## config.mk

```make
export PLATFORM = sky130hd
export DESIGN_NAME = sbn_mac
export DESIGN_NICKNAME = d
export VERILOG_FILES = /design/src/rtl/sbn_pkg.sv /design/src/rtl/sbn_mac.sv
export SDC_FILE = /design/constraint.sdc
export NUM_CORES = 2
export LEC_CHECK = 0
export BUFFER_PORTS_ARGS = -buffer_cell sky130_fd_sc_hd__buf_2
export CAP_MARGIN = 20
export CORE_MARGIN = 3
export CORE_UTILIZATION = 30
export DETAILED_ROUTE_END_ITERATION = 10
export SYNTH_ARGS = -nofsm -noshare
export SYNTH_HDL_FRONTEND = slang
export SYNTH_SLANG_ARGS = --single-unit
```

## constraint.sdc

```tcl
create_clock -name clk -period 13.5 [get_ports clk]
set_input_delay 1.35 -clock clk [delete_from_list [all_inputs] [get_ports clk]]
set_output_delay 1.35 -clock clk [all_outputs]
set_load 0.1 [all_outputs]
```

## src/rtl/sbn_pkg.sv

```systemverilog
`default_nettype none

package sbn_pkg;

	// widths of one bound component and of the item fields
	localparam int COMPONENT_BITS = 32;
	localparam int FIELD_BITS     = 32;
	localparam int LIMB_BITS      = 32;
	localparam int STEPS_W        = FIELD_BITS + 1;
	localparam int MED_W          = COMPONENT_BITS + 1;

	// limbs of a component, and of the accumulator that holds cross products
	localparam int LIMBS     = (COMPONENT_BITS + LIMB_BITS - 1) / LIMB_BITS;
	localparam int ACC_LIMBS = (COMPONENT_BITS + 2 * LIMB_BITS + 2 + LIMB_BITS - 1) / LIMB_BITS;
	localparam int ACC_W     = ACC_LIMBS * LIMB_BITS;
	localparam int SH_W      = $clog2(ACC_LIMBS);
	localparam int PROD_W    = 2 * LIMB_BITS;

	// operation codes
	localparam logic [1:0] MODE_ROOT     = 2'd0;
	localparam logic [1:0] MODE_GO       = 2'd1;
	localparam logic [1:0] MODE_APPROACH = 2'd2;
	localparam logic [1:0] MODE_CONTAINS = 2'd3;

	typedef logic [COMPONENT_BITS-1:0] comp_t;
	typedef logic [ACC_W-1:0]          acc_t;

	typedef struct packed {
		logic [1:0]            mode;
		logic                  side;
		logic [FIELD_BITS-1:0] step_count;
		logic [FIELD_BITS-1:0] target_num;
		logic [FIELD_BITS-1:0] target_den;
	} sbn_in_t;

	typedef struct packed {
		logic signed [STEPS_W-1:0] max_steps;
		logic                      inside_res;
		logic [MED_W-1:0]          mediant_num;
		logic [MED_W-1:0]          mediant_den;
		logic                      overflow;
	} sbn_out_t;

	// one command to the multiply-accumulate unit
	typedef struct packed {
		logic                  issue;
		logic                  load;
		logic                  sub;
		logic [SH_W-1:0]       sh;
		logic [LIMB_BITS-1:0]  a;
		logic [FIELD_BITS-1:0] b;
		acc_t                  load_val;
	} mac_cmd_t;

endpackage

`default_nettype wire

```

## src/rtl/sbn_mac.sv

```systemverilog
`default_nettype none

module sbn_mac import sbn_pkg::*; (
	input  wire logic     clk,
	input  wire logic     arst_n,
	input  wire mac_cmd_t mcmd,
	output acc_t          acc
);

	logic                 vld_s1;
	logic [PROD_W-1:0]    prod_s1;
	logic                 sub_s1;
	logic [SH_W-1:0]      sh_s1;
	acc_t                 addend;
	acc_t                 acc_q;

	assign acc = acc_q;

	// product stage valid
	always_ff @(posedge clk or negedge arst_n) begin
		if (!arst_n) begin
			vld_s1 <= 1'b0;
		end else begin
			vld_s1 <= mcmd.issue;
		end
	end

	// 32x32 product, registered
	always_ff @(posedge clk) begin
		prod_s1 <= PROD_W'(mcmd.a) * PROD_W'(mcmd.b);
		sub_s1  <= mcmd.sub;
		sh_s1   <= mcmd.sh;
	end

	// product placed at its limb position
	assign addend = acc_t'(prod_s1) << (sh_s1 * LIMB_BITS);

	// accumulate modulo 2^ACC_W
	always_ff @(posedge clk) begin
		if (mcmd.load) begin
			acc_q <= mcmd.load_val;
		end else if (vld_s1) begin
			acc_q <= sub_s1 ? acc_q - addend : acc_q + addend;
		end
	end

endmodule

`default_nettype wire

```

* After elaboration in Yosys (flattened, before gate mapping)
Index checks and enable logic that the tools add are counted.
Storage, ports and cells: flip-flop bits (word level) 196, bits of input ports 199, word-level logic and storage cells 13
Cells by class: add/sub/neg operators 2, $mul 1, shift-type cells 1, multiplexer cells 3, reduce and logical (&&, ||, !) cells 1
Operators with widths (count):
- $mux W128 | 3
- $add A128 B128 Y128 | 1
- $shl A64 B7 Y128 | 1
- $sub A128 B128 Y128 | 1
- $mul A32 B32 Y64 | 1
- $reduce_bool A2 Y1 | 1

* Depth between registers and ports, before layout
depth after elaboration 5, gate-level depth with buffers 31, mapped depth without buffers 30

* Least setup slack after synthesis
No wires, ideal clock.
path kind in2reg, from input port mcmd[176] (netlist name), to register prod_s1[61], setup time 0.122 ns, arrival time 8.443 ns, required time 13.378 ns, path slack 4.935 ns, cell stages on the path 28, buffers on the path 1, cell sequence clkbuf_1 and2_1 fa_1 inv_1 fa_1 fa_1 fa_1 inv_1 fa_1 inv_1 fa_1 inv_1 fa_1 inv_1 fa_1 inv_1 ha_1 a21o_1 a21o_1 a221o_1 a31o_2 nand4_1 o41a_1 o21ai_0 a21oi_1 o21a_1 and3b_1 a311o_1
On the way: cells in the longest elaborated chain, start to end 1
RTL lines:
- from (decl) | RTL line sbn_mac.sv:6 | input wire mac_cmd_t mcmd,
- $mul A32 B32 Y64 | RTL line sbn_mac.sv:30 | prod_s1 <= PROD_W'(mcmd.a) * PROD_W'(mcmd.b);
- to (signal assigned) | RTL line sbn_mac.sv:30
- to (decl) | RTL line sbn_mac.sv:11 | logic [PROD_W-1:0] prod_s1;
Every way passes these cells. A chain may end at the register's enable or synchronous reset.

* Worst setup path in the final report
from input port mcmd[173] (netlist name), to register prod_s1[62]
The elaborated chain is that of the path after synthesis.

==> flow_metrics.tcl <==
set metrics [dict create \
    min_period_over_period 0.6967 \
    max_freq_mhz 106.3 \
    fp.dieArea_um2 182100 \
    crit_required_ns 13.89 \
    clk_path_buf_depth 2 \
    skew_ns 0.01474 \
    grt_pass1_wl_um 287300 \
    nets 7797 \
    end_kind "flip-flop" \
    drv_slew 0 \
    final_common_cell "inv_1" \
    grt_max_degree 89 \
    wl_um 191800 \
    grt_use_total 0.2082 \
    die_x_um 426.8 \
    synth.distinct_cells 98 \
    critical_path.max_fanout 32 \
    tritoncts "done" \
    cts_resized 0 \
    status "completed" \
    ys_warn_count 0 \
    rows 153 \
    critical_path.startpoint_type "input pin" \
    syn_area_um2 53110 \
    drc_errors 0 \
    r2r_setup_slack_ns 4.91 \
    relSlewSlack 0.3532 \
    fin_tns_setup_ns 0 \
    worst_slew_pin_slew_ns 0.9432 \
    wire_per_inst_um 22.16 \
    cts.hold.buffers_added 0 \
    syn2layout_area_growth_pct 7.609 \
    crit_arrival_ns 9.80 \
    h-tree-depth 4 \
    cts_setup_buffers 0 \
    drt_first_pass_iters 8 \
    ios 327 \
    grt_pass1_vias 45520 \
    finalHoldViolCount 0 \
    cap_viol_max_count 0 \
    worstSetupPathType "input pin to flip-flop" \
    synth-seq-cells 196 \
    synth_ff_type "edfxtp_1" \
    path_clk_slew_ns 0.08 \
    syn_inst 6298 \
    mostFrequentLayoutCells "inv_1 (946), fa_1 (897), nand2_1 (807)" \
    ys_async_sr_fraction 0.005102 \
    vias_per_cell 5.165 \
    hpwl_um 154400 \
    synth.net_count 7785 \
    avgSynthCellArea_um2 8.433 \
    start_util 0.3035 \
    finalSetupViolCount 0 \
    finalCriticalPeriod_ns 9.405 \
    insertion_delay_ns 0.52 \
    synth-seq-area-share 0.09810 \
    root_buffer "clkbuf_16" \
    synth-edff-count 128 \
    drtAntennaViolNets 0 \
    cts-buffers-inserted 17 \
    overflow 0 \
    core_um2 175000 \
    rsz0062_at_grt "false" \
    port_buffers 326 \
    antenna_found_initial 17 \
    gp_congestion 1.023 \
    die_h_um 426.8 \
    clock-sinks 196 \
    drtIter0Drc 3610 \
    hp-class "input pin to asynchronous set/reset pin" \
    dr_total_vias 44700 \
    drive_gt1_frac 0.07354 \
]
-- layout make-up --
cell class / instances / area [um2]
well taps: 2325 / 2909
multi-input cells: 4795 / 42980
diodes: 7 / 17.52
flip-flops and latches: 196 / 5221
repair buffers: 353 / 1841
fillers: 18460 / 117800
inverters: 947 / 3555
clock buffers: 18 / 450.4
clock inverters: 14 / 180.2
-- cells by family after synthesis --
kind of cell | after synthesis | share of synthesized area
muxes | 41 | 0.008316
buffers and inverters | 1307 | 0.09287
xor gates and xnor gates | 286 | 0.04730
and+or+nand+nor | 2087 | 0.1951
AOI/OAI and AO/OA | 1093 | 0.1281
adders and majority gates | 1288 | 0.4302
DFF | 196 | 0.09810
-- layer usage --
layer	wire length [um]	track usage
met1	79210	0.2698
met2	92360	0.3534
met3	13770	0.03235
met4	6474	0.06824
met5	13	0
-- sequential cells by signal, indices dropped and copies added (netlist names) --
name / flops
prod_s1: 64
sh_s1: 2
sub_s1: 1
vld_s1: 1
acc: 128
-- cells in the mapped netlist, types with 19 or more instances --
library cell  instances  share of area
a21o_1              113          0.016
a21oi_1             335          0.032
a22oi_1              26         0.0037
a31oi_1              45         0.0053
and2_1              614          0.072
and3_1               30         0.0035
clkbuf_1            338          0.024
dfxtp_1              67          0.025
edfxtp_1            128          0.072
fa_1                897           0.34
ha_1                391          0.092
inv_1               946          0.067
mux2i_1              25         0.0047
nand2_1             807          0.057
nand2b_1             41         0.0048
nand3_1              46         0.0043
nand4_1              70         0.0082
nor2_1              289          0.020
nor2b_1              37         0.0044
nor3_1               70         0.0066
o211ai_1             19         0.0027
o21a_1               29         0.0041
o21ai_0             299          0.028
o21bai_1             45         0.0064
xnor2_1             160          0.026
xor2_1              125          0.021
-- path summary, 6_finish.rpt --
check                      startpoint           to  cells past startpoint
setup / recovery            mcmd[173]  prod_s1[62]                     25
setup reg to reg             sh_s1[0]     acc[115]                     22
min in group clk               acc[0]       acc[0]                      3
hold / removal                 arst_n       vld_s1                      1
hold reg to reg                acc[0]       acc[0]                      3
max in group asynchronous      arst_n       vld_s1                      1
-- critical path: stages --
cell and delay [ns]:
buf_2 0.61, and2_1 0.24, fa_1 0.43, fa_1 0.46
fa_1 0.55, inv_1 0.06, fa_1 0.47, inv_1 0.05
fa_1 0.50, fa_1 0.58, fa_1 0.43, fa_1 0.46
ha_1 0.40, a21o_1 0.22, a21o_1 0.19, a21o_1 0.21
nor2_1 0.17, nand3_1 0.09, o21ai_0 0.52, o21ai_1 0.23
a311o_1 0.44, a31o_2 0.30, a31o_2 0.27, a2111oi_0 0.43
nor3_1 0.11
-- per-stage QoR --
| step | cell area [um2] | util | hold WS, ns | cells | setup WS (ns) |
|---|---|---|---|---|---|
| after floorplan | 53110 | - | 0.8501 | 6298 | 4.935 |
| after global placement | 56500 | 0.3229 | 0.8134 | 8616 | 3.641 |
| after detailed placement | 56500 | 0.3229 | 0.8197 | 8616 | 3.634 |
| after CTS | 57130 | 0.3265 | 0.5389 | 8648 | 4.232 |
| after global routing | 57150 | 0.3266 | 0.5607 | 8653 | 3.755 |
| final | 57150 | 0.3266 | 0.5816 | 8655 | 4.095 |
Power is not shown: default switching activity piles up to over one toggle a cycle in this logic, so the estimate is an artifact.
